`src/dfrq_pkg.sv`:
```
// Shared types and constants for the delayed fault report queue.
package dfrq_pkg;

  localparam int unsigned CODE_W    = 8;
  localparam int unsigned TIMER_W   = 8;
  localparam int unsigned PENDING_W = 5;

  localparam logic [TIMER_W-1:0] HOLD_RESET = 8'd20;

  // Command codes carried by the input beat.
  localparam logic CMD_REPORT = 1'b0;
  localparam logic CMD_TICK   = 1'b1;

  // One slot of the table as stored in memory.
  typedef struct packed {
    logic [CODE_W-1:0]  code;
    logic [TIMER_W-1:0] timer;
  } slot_t;

  // One result beat.
  typedef struct packed {
    logic                 sent;
    logic [CODE_W-1:0]    sent_code;
    logic [PENDING_W-1:0] pending_count;
  } result_t;

endpackage

```
`src/dfrq_slot_mem.sv`:
```
// Single-port-write, single-port-read slot memory with registered read data.
module dfrq_slot_mem #(
  parameter int unsigned DEPTH = 16,
  parameter int unsigned AW    = 4
) (
  input  logic              clk_i,
  input  logic              rd_en_i,
  input  logic [AW-1:0]     rd_addr_i,
  output dfrq_pkg::slot_t   rd_data_o,
  input  logic              we_i,
  input  logic [AW-1:0]     wr_addr_i,
  input  dfrq_pkg::slot_t   wr_data_i
);
  import dfrq_pkg::*;

  slot_t mem_q [DEPTH];
  slot_t rd_data_q;

  always_ff @(posedge clk_i) begin
    if (we_i) begin
      mem_q[wr_addr_i] <= wr_data_i;
    end
  end

  always_ff @(posedge clk_i) begin
    if (rd_en_i) begin
      rd_data_q <= mem_q[rd_addr_i];
    end
  end

  assign rd_data_o = rd_data_q;

endmodule

```
`src/dfrq_engine.sv`:
```
// Sweep controller: one slot memory pass per command, bar a zero code or empty-table tick, then commits the result.
module dfrq_engine #(
  parameter int unsigned SLOTS = 16,
  parameter int unsigned AW    = 4,
  parameter int unsigned CW    = 5
) (
  input  logic                              clk_i,
  input  logic                              rst_ni,
  input  logic                              in_valid_i,
  output logic                              in_stall_o,
  input  logic                              command_i,
  input  logic [dfrq_pkg::CODE_W-1:0]       fault_code_i,
  input  logic [dfrq_pkg::TIMER_W-1:0]      hold_i,
  output logic                              mem_rd_en_o,
  output logic [AW-1:0]                     mem_rd_addr_o,
  input  dfrq_pkg::slot_t                   mem_rd_data_i,
  output logic                              mem_we_o,
  output logic [AW-1:0]                     mem_wr_addr_o,
  output dfrq_pkg::slot_t                   mem_wr_data_o,
  output logic                              res_valid_o,
  output dfrq_pkg::result_t                 res_o,
  input  logic                              res_take_i
);
  import dfrq_pkg::*;

  localparam int unsigned NW = $clog2(SLOTS + 1);

  localparam logic [1:0] ST_IDLE  = 2'd0;
  localparam logic [1:0] ST_SWEEP = 2'd1;
  localparam logic [1:0] ST_FIN   = 2'd2;

  logic [1:0]         state_q, state_d;
  logic               cmd_q, cmd_d;
  logic [CODE_W-1:0]  code_q, code_d;
  logic [NW-1:0]      n_q, n_d;
  logic               rd_vld_q, rd_vld_d;
  logic [AW-1:0]      rd_idx_q, rd_idx_d;
  logic               hit_q, hit_d;
  logic [AW-1:0]      hit_idx_q, hit_idx_d;
  logic [CODE_W-1:0]  hit_code_q, hit_code_d;
  logic               free_q, free_d;
  logic [AW-1:0]      free_idx_q, free_idx_d;
  logic [SLOTS-1:0]   vld_q, vld_d;
  logic [CW-1:0]      cnt_q, cnt_d;
  logic [AW-1:0]      ptr_q, ptr_d;

  logic [AW:0]        addr_sum;
  logic [AW:0]        addr_wrap;
  slot_t              word;
  logic [TIMER_W-1:0] new_timer;
  logic               ins;
  logic               emit;
  logic [CW-1:0]      cnt_next;
  logic [CW+4:0]      cnt_ext;

  always_comb begin
    state_d    = state_q;
    cmd_d      = cmd_q;
    code_d     = code_q;
    n_d        = n_q;
    rd_vld_d   = rd_vld_q;
    rd_idx_d   = rd_idx_q;
    hit_d      = hit_q;
    hit_idx_d  = hit_idx_q;
    hit_code_d = hit_code_q;
    free_d     = free_q;
    free_idx_d = free_idx_q;
    vld_d      = vld_q;
    cnt_d      = cnt_q;
    ptr_d      = ptr_q;

    mem_rd_en_o   = 1'b0;
    mem_we_o      = 1'b0;
    mem_wr_addr_o = rd_idx_q;
    mem_wr_data_o = '0;
    res_valid_o   = 1'b0;
    in_stall_o    = (state_q != ST_IDLE);

    // Round-robin address for ticks, plain ascending order for reports.
    addr_sum  = {1'b0, ptr_q} + {1'b0, n_q[AW-1:0]};
    addr_wrap = (addr_sum >= (AW+1)'(SLOTS)) ? addr_sum - (AW+1)'(SLOTS) : addr_sum;
    mem_rd_addr_o = (cmd_q == CMD_TICK) ? addr_wrap[AW-1:0] : n_q[AW-1:0];

    // A slot that is not occupied reads as the reset value.
    word      = vld_q[rd_idx_q] ? mem_rd_data_i : '0;
    new_timer = (word.timer != '0) ? word.timer - TIMER_W'(1) : word.timer;

    ins      = (cmd_q == CMD_REPORT) && !hit_q && free_q;
    emit     = (cmd_q == CMD_TICK) && hit_q;
    cnt_next = cnt_q + CW'(ins) - CW'(emit);
    cnt_ext  = (CW+5)'(cnt_next);

    res_o.sent          = emit;
    res_o.sent_code     = emit ? hit_code_q : '0;
    res_o.pending_count = cnt_ext[PENDING_W-1:0];

    unique case (state_q)
      ST_IDLE: begin
        if (in_valid_i) begin
          cmd_d    = command_i;
          code_d   = fault_code_i;
          n_d      = '0;
          rd_vld_d = 1'b0;
          hit_d    = 1'b0;
          free_d   = 1'b0;
          // A zero code or a tick on an empty table changes nothing.
          if ((command_i == CMD_REPORT && fault_code_i == '0) ||
              (command_i == CMD_TICK && cnt_q == '0)) begin
            state_d = ST_FIN;
          end else begin
            state_d = ST_SWEEP;
          end
        end
      end
      ST_SWEEP: begin
        if (n_q < NW'(SLOTS)) begin
          mem_rd_en_o = 1'b1;
          n_d         = n_q + NW'(1);
          rd_vld_d    = 1'b1;
          rd_idx_d    = mem_rd_addr_o;
        end else begin
          rd_vld_d = 1'b0;
        end
        if (rd_vld_q) begin
          if (cmd_q == CMD_REPORT) begin
            if (vld_q[rd_idx_q] && word.code == code_q) begin
              hit_d = 1'b1;
            end
            if (!vld_q[rd_idx_q]) begin
              free_d     = 1'b1;
              free_idx_d = rd_idx_q;
            end
          end else if (vld_q[rd_idx_q]) begin
            mem_we_o      = 1'b1;
            mem_wr_addr_o = rd_idx_q;
            mem_wr_data_o = '{code: word.code, timer: new_timer};
            if (!hit_q && new_timer == '0) begin
              hit_d      = 1'b1;
              hit_idx_d  = rd_idx_q;
              hit_code_d = word.code;
            end
          end
          if (n_q == NW'(SLOTS)) begin
            state_d = ST_FIN;
          end
        end
      end
      ST_FIN: begin
        res_valid_o = 1'b1;
        if (res_take_i) begin
          if (ins) begin
            mem_we_o          = 1'b1;
            mem_wr_addr_o     = free_idx_q;
            mem_wr_data_o     = '{code: code_q, timer: hold_i};
            vld_d[free_idx_q] = 1'b1;
          end
          if (emit) begin
            vld_d[hit_idx_q] = 1'b0;
            ptr_d = (hit_idx_q == AW'(SLOTS - 1)) ? '0 : hit_idx_q + AW'(1);
          end
          cnt_d   = cnt_next;
          state_d = ST_IDLE;
        end
      end
      default: begin
        state_d = ST_IDLE;
      end
    endcase
  end

  always_ff @(posedge clk_i or negedge rst_ni) begin
    if (!rst_ni) begin
      state_q  <= ST_IDLE;
      rd_vld_q <= 1'b0;
      vld_q    <= '0;
      cnt_q    <= '0;
      ptr_q    <= '0;
      n_q      <= '0;
      hit_q    <= 1'b0;
      free_q   <= 1'b0;
      cmd_q    <= CMD_REPORT;
    end else begin
      state_q  <= state_d;
      rd_vld_q <= rd_vld_d;
      vld_q    <= vld_d;
      cnt_q    <= cnt_d;
      ptr_q    <= ptr_d;
      n_q      <= n_d;
      hit_q    <= hit_d;
      free_q   <= free_d;
      cmd_q    <= cmd_d;
    end
  end

  always_ff @(posedge clk_i) begin
    code_q     <= code_d;
    rd_idx_q   <= rd_idx_d;
    hit_idx_q  <= hit_idx_d;
    hit_code_q <= hit_code_d;
    free_idx_q <= free_idx_d;
  end

  // The occupancy count always agrees with the valid bits.
  a_cnt_matches_vld: assert property (@(posedge clk_i) disable iff (!rst_ni)
    $countones(vld_q) == int'(cnt_q))
    else $error("occupancy count disagrees with valid bits");

  a_cnt_bounded: assert property (@(posedge clk_i) disable iff (!rst_ni)
    cnt_q <= CW'(SLOTS))
    else $error("occupancy count exceeds table size");

  a_no_write_idle: assert property (@(posedge clk_i) disable iff (!rst_ni)
    mem_we_o |-> state_q != ST_IDLE)
    else $error("memory written while idle");

  a_rd_addr_range: assert property (@(posedge clk_i) disable iff (!rst_ni)
    mem_rd_en_o |-> mem_rd_addr_o <= AW'(SLOTS - 1))
    else $error("sweep address beyond table");

  a_sent_nonzero: assert property (@(posedge clk_i) disable iff (!rst_ni)
    (res_valid_o && res_take_i && res_o.sent) |-> res_o.sent_code != '0)
    else $error("emitted an empty fault code");

endmodule

```
`src/dfrq_out_stage.sv`:
```
// Output register that holds a result beat until the receiver takes it.
module dfrq_out_stage (
  input  logic                          clk_i,
  input  logic                          rst_ni,
  input  logic                          res_valid_i,
  input  dfrq_pkg::result_t             res_i,
  output logic                          res_take_o,
  output logic                          out_valid_o,
  input  logic                          out_stall_i,
  output dfrq_pkg::result_t             out_o
);
  import dfrq_pkg::*;

  logic    valid_q, valid_d;
  result_t data_q;
  logic    load;

  // The register may be refilled in the same cycle that its beat leaves.
  assign res_take_o = !valid_q || !out_stall_i;
  assign load       = res_valid_i && res_take_o;

  always_comb begin
    valid_d = valid_q;
    if (load) begin
      valid_d = 1'b1;
    end else if (!out_stall_i) begin
      valid_d = 1'b0;
    end
  end

  always_ff @(posedge clk_i or negedge rst_ni) begin
    if (!rst_ni) begin
      valid_q <= 1'b0;
    end else begin
      valid_q <= valid_d;
    end
  end

  always_ff @(posedge clk_i) begin
    if (load) begin
      data_q <= res_i;
    end
  end

  assign out_valid_o = valid_q;
  assign out_o       = data_q;

endmodule

```
`src/delayed_fault_report_queue.sv`:
```
// Top level of the delayed fault report queue.
//
//   channel   direction  handshake                 payload
//   --------  ---------  ------------------------  --------------------------------------
//   input     in         in_valid_i / in_stall_o   command_i, fault_code_i
//   output    out        out_valid_o / out_stall_i sent_o, sent_code_o, pending_count_o
//   config    in         hold_ticks_we_i           hold_ticks_i
//
// A report of a nonzero code or a tick on a nonempty table sweeps the table:
// one read per slot is issued on the single memory read port, the last read word
// is handled, and the result is committed to the output register. A zero code or
// a tick on an empty table goes straight to the commit. One command is in flight
// at a time; in_stall_o is high while it is. If the output register still holds
// an untaken beat, the commit waits.
// Reset clears all slots at once through per-slot valid bits; no clearing pass.
module delayed_fault_report_queue #(
  parameter int unsigned SLOTS = 16
) (
  input  logic                              clk_i,
  input  logic                              rst_ni,
  input  logic                              in_valid_i,
  output logic                              in_stall_o,
  input  logic                              command_i,
  input  logic [dfrq_pkg::CODE_W-1:0]       fault_code_i,
  output logic                              out_valid_o,
  input  logic                              out_stall_i,
  output logic                              sent_o,
  output logic [dfrq_pkg::CODE_W-1:0]       sent_code_o,
  output logic [dfrq_pkg::PENDING_W-1:0]    pending_count_o,
  input  logic                              hold_ticks_we_i,
  input  logic [dfrq_pkg::TIMER_W-1:0]      hold_ticks_i
);
  import dfrq_pkg::*;

  localparam int unsigned AW = $clog2(SLOTS);
  localparam int unsigned CW = $clog2(SLOTS + 1);

  // The hold time loaded into each newly stored fault.
  logic [TIMER_W-1:0] hold_q;

  logic          mem_rd_en;
  logic [AW-1:0] mem_rd_addr;
  slot_t         mem_rd_data;
  logic          mem_we;
  logic [AW-1:0] mem_wr_addr;
  slot_t         mem_wr_data;

  logic          res_valid;
  result_t       res;
  logic          res_take;
  result_t       out_res;

  always_ff @(posedge clk_i or negedge rst_ni) begin
    if (!rst_ni) begin
      hold_q <= HOLD_RESET;
    end else if (hold_ticks_we_i) begin
      hold_q <= hold_ticks_i;
    end
  end

  // Slot codes and timers live together in one memory word per slot.
  dfrq_slot_mem #(
    .DEPTH (SLOTS),
    .AW    (AW)
  ) u_mem (
    .clk_i     (clk_i),
    .rd_en_i   (mem_rd_en),
    .rd_addr_i (mem_rd_addr),
    .rd_data_o (mem_rd_data),
    .we_i      (mem_we),
    .wr_addr_i (mem_wr_addr),
    .wr_data_i (mem_wr_data)
  );

  // The engine sweeps every slot once per command, bar a zero code or an empty-table
  // tick. In a sweep each slot is read once, and a tick writes each occupied slot back
  // once, so read and write never meet on the same entry and no forwarding is needed.
  dfrq_engine #(
    .SLOTS (SLOTS),
    .AW    (AW),
    .CW    (CW)
  ) u_engine (
    .clk_i         (clk_i),
    .rst_ni        (rst_ni),
    .in_valid_i    (in_valid_i),
    .in_stall_o    (in_stall_o),
    .command_i     (command_i),
    .fault_code_i  (fault_code_i),
    .hold_i        (hold_q),
    .mem_rd_en_o   (mem_rd_en),
    .mem_rd_addr_o (mem_rd_addr),
    .mem_rd_data_i (mem_rd_data),
    .mem_we_o      (mem_we),
    .mem_wr_addr_o (mem_wr_addr),
    .mem_wr_data_o (mem_wr_data),
    .res_valid_o   (res_valid),
    .res_o         (res),
    .res_take_i    (res_take)
  );

  // The output register lets the engine finish while the receiver stalls.
  dfrq_out_stage u_out (
    .clk_i       (clk_i),
    .rst_ni      (rst_ni),
    .res_valid_i (res_valid),
    .res_i       (res),
    .res_take_o  (res_take),
    .out_valid_o (out_valid_o),
    .out_stall_i (out_stall_i),
    .out_o       (out_res)
  );

  assign sent_o          = out_res.sent;
  assign sent_code_o     = out_res.sent_code;
  assign pending_count_o = out_res.pending_count;

endmodule

```
`config.mk`:
```
export PLATFORM = sky130hd
export DESIGN_NAME = delayed_fault_report_queue
export DESIGN_NICKNAME = d
export VERILOG_FILES = /design/src/dfrq_pkg.sv /design/src/dfrq_slot_mem.sv /design/src/dfrq_engine.sv /design/src/dfrq_out_stage.sv /design/src/delayed_fault_report_queue.sv
export SDC_FILE = /design/constraint.sdc
export NUM_CORES = 1
export LEC_CHECK = 0
export ABC_CLOCK_PERIOD_IN_PS = 3300
export BUFFER_PORTS_ARGS = -buffer_cell sky130_fd_sc_hd__buf_2
export CORE_MARGIN = 2
export CORE_UTILIZATION = 47
export CTS_CLUSTER_SIZE = 20
export DETAILED_ROUTE_END_ITERATION = 10
export PLACE_DENSITY_LB_ADDON = 0.25
export REMOVE_ABC_BUFFERS = 1
export SYNTH_ARGS = -nofsm -noshare
export SYNTH_HDL_FRONTEND = slang
export SYNTH_SLANG_ARGS = --single-unit
```
`constraint.sdc`:
```
create_clock -name clk_i -period 3.3 [get_ports clk_i]
set_input_delay 0.165 -clock clk_i [delete_from_list [all_inputs] [get_ports clk_i]]
set_output_delay 0.165 -clock clk_i [all_outputs]
set_load 0.005 [all_outputs]
```
---- Word level (Yosys, flattened, before mapping) ----
Memories as Yosys holds them, arrays and structs flattened. A register that Yosys moved wholly into a read port is not among the register bits.
Index checks and enable logic that the tools add are counted.
operators by class
  add/sub/neg operators ................... 7
  $mul .................................... 0
  div/mod/pow operators ................... 0
  magnitude comparators ................... 7
  equality and inequality tests ........... 16
  shifts and indexed selects .............. 0
  muxes and demuxes ....................... 58
  bitwise gates (word level) .............. 6
  reductions and logical operators ........ 33
operators by type and width
  operator               number
  $mux W16               10
  $pmux W16 S2           1
  $mux W1                24
  $mux W4                6
  $and A16 B16 Y16       1
  $logic_not A8 Y1       2
  $not A16 Y16           1
  $or A16 B16 Y16        1
  $lt A4 B5 Y1 const B   3
  $logic_and A1 B1 Y1    10
  $mux W2                5
  $mux W5                2
  $ne A2 B1 Y1 const B   5
  $pmux W5 S2            1
  $reduce_and A5 Y1      2
  $demux W1 S4           2
  $eq A8 B8 Y1           1
  $ge A4 B1 Y1 const B   2
  $mux W8                1
  $pmux W1 S2            4
  $reduce_and A2 Y1      4
  $reduce_and A4 Y1      2
  $reduce_bool A8 Y1     1
  $sub A8 B1 Y8 const B  1
  other kinds (25)       35
storage, ports and cells
  register bits after elaboration ......... 87
  latch bits .............................. 0
  RAM bits ................................ 256
  memory bits (read-only) ................. 0
  bits of input ports ..................... 22
  word-level logic and storage cells ...... 147
  memories ................................ 1
memory list
  name         words  width  rd ports  clocked after Yosys merged registers in  write ports  line                 text
  u_mem.mem_q  16     16     1         1                                        1            dfrq_slot_mem.sv:16  slot_t mem_q [DEPTH];

---- Longest topological paths before layout ----
  depth after elaboration ................. 12
  mapped depth ............................ 15

---- By module ----
A second synthesis with hierarchy kept.
second synthesis, totals
  cell total of the unflattened synthesis .. 889
  area total of the unflattened synthesis .. 15,080.7 um^2
by module, submodules not included
  module                      instances  cells an instance  area each (um^2)  seq. area each (um^2)
  dfrq_slot_mem               1          432                10,202.3          8,167.8
  dfrq_engine                 1          422                4,076.4           1,741.7
  dfrq_out_stage              1          18                 467.9             445.4
  delayed_fault_report_queue  1          17                 334.1             202.7

---- Least setup slack after synthesis ----
OpenSTA, ideal clock, no wires.
  path type ............................... reg2reg
  from .................................... reg u_engine.rd_idx_q[2]
  to ...................................... mem u_mem.mem_q[1][0] in the netlist's numbering (enable)
  library setup time ...................... 409 ps
  data arrival time ....................... 2,880 ps
  path slack .............................. 10 ps
  cell stages (with the launch flop) ...... 9
  buffers on the path ..................... 2
  period minus slack after synthesis ...... 3,290 ps
  cells stage by stage .................... edfxtp_1 > buf_6 > mux2i_1 > a22oi_1 > nand4_1 > a21oi_4 > buf_6 > a21boi_2 > nor3_1
on the way
  cells in the longest elaborated chain, start to end .. 8
  elaborated cells on any way between the ends .. 11
  classes of those cells .................. mux (11)
RTL lines
  element                        line                 text
  from (decl)                    dfrq_engine.sv:37    logic [AW-1:0] rd_idx_q, rd_idx_d;
  from (signal assigned)         dfrq_engine.sv:197   rd_idx_q <= rd_idx_d;
  $bmux W1 S4                    dfrq_engine.sv:133   end else if (vld_q[rd_idx_q]) begin
  $mux W1 (implied by the code)  dfrq_engine.sv:133
  $mux W1                        dfrq_engine.sv:133
  $mux W1                        dfrq_engine.sv:125   if (cmd_q == CMD_REPORT) begin
  $mux W1                        dfrq_engine.sv:124   if (rd_vld_q) begin
  $pmux W1 S2                    dfrq_engine.sv:97    unique case (state_q)
  $mux W1                        dfrq_slot_mem.sv:20  if (we_i) begin
  $mux W1 (implied by the code)  dfrq_slot_mem.sv:21  mem_q[wr_addr_i] <= wr_data_i;
  to (decl)                      dfrq_slot_mem.sv:16
Several ways; a longest one is shown, not always the timed one. The select of a mux whose other input is x is not followed.

---- Worst setup path after layout ----
  from .................................... reg u_engine.n_q[0]
  to ...................................... reg u_mem.rd_data_o[5] (netlist name)
on the way
  cells in the longest elaborated chain, start to end .. 4
  elaborated cells on any way between the ends .. 8
  classes of those cells .................. add/sub (2); order compare (2); mux (4)
RTL lines
  element                                               line                text
  from (decl)                                           dfrq_engine.sv:35   logic [NW-1:0] n_q, n_d;
  from (signal assigned)                                dfrq_engine.sv:188  n_q <= n_d;
  $add A4 B4 Y5                                         dfrq_engine.sv:80   addr_sum = {1'b0, ptr_q} + {1'b0, n_q[AW-1:0]};
  $sub A4 B1 Y4 / $ge A5 B5 Y1 (equally long branches)  dfrq_engine.sv:81   addr_wrap = (addr_sum >= (AW+1)'(SLOTS)) ? addr_sum - (AW+1)'(SLOTS) : addr_sum;
  $mux W4                                               dfrq_engine.sv:81
  $mux W4                                               dfrq_engine.sv:82   mem_rd_addr_o = (cmd_q == CMD_TICK) ? addr_wrap[AW-1:0] : n_q[AW-1:0];
Several ways; a longest one is shown, not always the timed one.
A chain may end at the register's enable or synchronous reset.

==> impl_results.md <==
- WP data required: 3550 ps
- Final HPWL DP: 21200 um
- Row count: 65
- Setup crit end kind: flip-flop
- Vias: ~8400
- Finished Cell Area: 0.0179 mm^2
- Vias in the first global route: ~8500
- Setup TNS: 0 ps
- Register area: 0.0106 mm^2
- Ys async rst share: 12.5%
- # setup viols final: 0
- Post-CTS setup buffers: 0
- Worst VDD drop: 640 uV
- Routed wire length per instance: 24.0 um
- Worst Skew: 20.9 ps
- Worst-skew pair later-pin latency: 530 ps
- Post-layout util: 56.5%
- Ys Warns: 0
- Cell Chain, Critical Path: ha_1, inv_1, fa_1, a21oi_4, buf_12, mux4_2, mux2i_1, mux2i_1
- Slew @ Worst Pin: 793 ps
- Clock Pin Slew Worst Setup and Hold Paths: 60 ps
- Number of synthesized flops with an enable pin: between 300 and 400
- Part of the Yosys area used for sequential elements: 69.6%
- Fill cell count: 2414
- DRT Wirelength: 34400 um
- Drt pass-1 iters: 6
- Port Buffers: 37
- Clock Tree Root: clkbuf_16
- Arr. time, crit path: about 3200 ps
- Iter 0 DRT Violations: 869
- Multi-input combinational cell area: 0.00441 mm^2
- Crit-path max FO: between 60 and 70
- Slowest stage cell, crit path: dfrtp_1
- Die H: 184 um
- Maximum capacitance violations: 0
- Share of the synthesized area in the top cell type: 62.2%
- Final Critical Period: between 2000 and 3000 ps
- Area Growth Syn to Fin: 17.7%
- Layout cells sized above 1: 26.6%
- # nets final: 1046
- Worst hold path type: in2reg
- Worst hold margin: 25.4 ps
- Most numerous cell in the Yosys netlist: edfxtp_1
- Initial antenna violation count: 0
- Die W: 184 um
- Synth Instances: 886
- # diodes: 0
- CTS tree: done
- Post-synth top cells: edfxtp_1 (314), mux4_2 (64), mux2i_1 (57)
- Fin. Hold Viols: 0
- CP most frequent cell: mux2i_1
- Slowest stage delay, CP: approximately 520 ps
- Fin crit share: 88.0%
- Mapped cell area: around 0.015 mm^2
- Crit Path Category: reg2reg
- I/O pin total: 38
- CTS Buf Count: 39
- Max Clk Rate: 0.344 GHz
- Unrepaired setup endpoints after global routing: false
- Pwr dens: 812 mW/mm^2
- Post-Syn Area per Cell: roughly 17 um^2
- Routability congestion estimate: 0.829
- Area leader, netlist: edfxtp_1
- Pins Over Slew Limit: 0
- Final antenna-violating net count: 0
- Initial core utilization: 48.0%
- Post-placement cell area: 0.0164 mm^2
- Synth top area cells: edfxtp_1 (62%), mux4_2 (9.5%), dfrtp_1 (7.1%)
- Htree depth: 2
- Leakage: 6.26 nW
- Tot GR Track Use: 21.3%
- DIE AREA: 0.0337 mm^2
- DRC: 0
- CTS Sinks: about 360
- Worst slew margin: approximately 46%
- Synth Flop Type: edfxtp_1
- Clock tree buffer depth: 3
- First-pass GRT wire length: 52600 um
- R2R Setup Slk: 400 ps
- Total grt overflow: 0
- Startpoint Class: flip-flop
- Area of the core: 0.0316 mm^2
- Distinct cell type count after synthesis: 69
- Status: completed
- Largest net degree at the start of global routing: 66
- Cts repair resizes: 0
- FF+latch count, synth: 359
- Vias per cell: 5.86
==> per-stage QoR <==
step                      std cells  worst slack, ps  total power, mW
final                          1435              396             14.5
after global routing           1435              251             15.2
after CTS                      1435              378             14.7
after detailed placement       1346              393             10.4
after global placement         1346              449             10.4
after floorplan                 844            -4500             8.51
==> sequential cells by signal (all words and copies together), names as in the netlist, 5 cells and up <==
signal,flops
u_out.out_o,14
u_engine.vld_q,16
hold_q,8
u_mem.mem_q,256
u_engine.n_q,5
u_mem.rd_data_o,16
u_engine.code_q,8
u_engine.hit_code_q,8
u_engine.cnt_q,5
==> per-layer routing <==
metal  global-route usage [%]  part of all wire, %  vias up
met5                        0                    0        -
met4                     7.87                  3.3        0
met3                     3.21                  5.5       61
met2                     34.2                   48      286
met1                     29.6                   43     4298
li1                         -                    -     3757
==> worst paths after layout <==
path	start	depth (start not counted)	endpoint
worst max-delay path	u_engine.n_q[0]	8	u_mem.rd_data_o[5]
worst min-delay path	in_valid_i	3	u_engine.n_q[3]
worst max register to register	u_engine.n_q[0]	8	u_mem.rd_data_o[5]
worst min register to register	hold_q[3]	1	hold_q[3]
max in group asynchronous	rst_ni	3	hold_q[2]
min in group asynchronous	rst_ni	2	u_engine.ptr_q[2]
==> cell type report <==
type / count / share of cell area, %
Timing Repair Buffer: 119 / 5.80
Tap cell: 402 / 2.82
Clock buffer: 50 / 5.93
Inverter: 30 / 0.631
Multi-Input combinational cell: 455 / 24.7
Sequential cell: 359 / 59.1
Clock inverter: 20 / 1.02
==> placed cells by master, fill, tap and decap left out, types with 18 or more instances in the layout <==
cell           instances
ha_1                  18
nand2_1               29
mux4_2                64
buf_2                 37
o21ai_0               19
inv_1                 30
a31oi_1               24
a21oi_1               33
clkbuf_16             40
nor2b_1               18
dfrtp_1               43
dlygate4sd3_1         19
mux2i_1               55
edfxtp_1             314
nor2_1                22
buf_4                 48
==> cells by family (layout without fill, tap and decap cells) <==
kind of cell / Yosys count / in the layout / share of synthesized area [%]
mux: 134 / 134 / 14.3
xor+xnor: 13 / 13 / 0.751
simple gates: 166 / 166 / 6.05
flops: 359 / 359 / 69.6
fa+ha+maj: 20 / 20 / 1.75
compound gates: 122 / 122 / 5.32
buf+inv: 72 / 219 / 2.21
==> critical path, delay by kind of cell (launching register included) <==
family | cells | cell delay, ps
adders and majority gates | 2 | 750
muxes | 3 | 680
AOI/OAI and AO/OA | 1 | 200
DFF | 1 | 520
buffers and inverters | 2 | 380
==> what timing repair did <==
item                                   in CTS  in global routing
setup endpoints to repair                   0                  0
hold buffers                               19                  0
endpoints found under the hold margin      35                  0
==> power by group <==
part           switching (mW)  internal (mW)
clock network            1.71           2.50
logic                    2.31           2.05
registers               0.434           5.51
total                    4.45           10.1
Note: power is estimated with default switching activity, not from simulation.
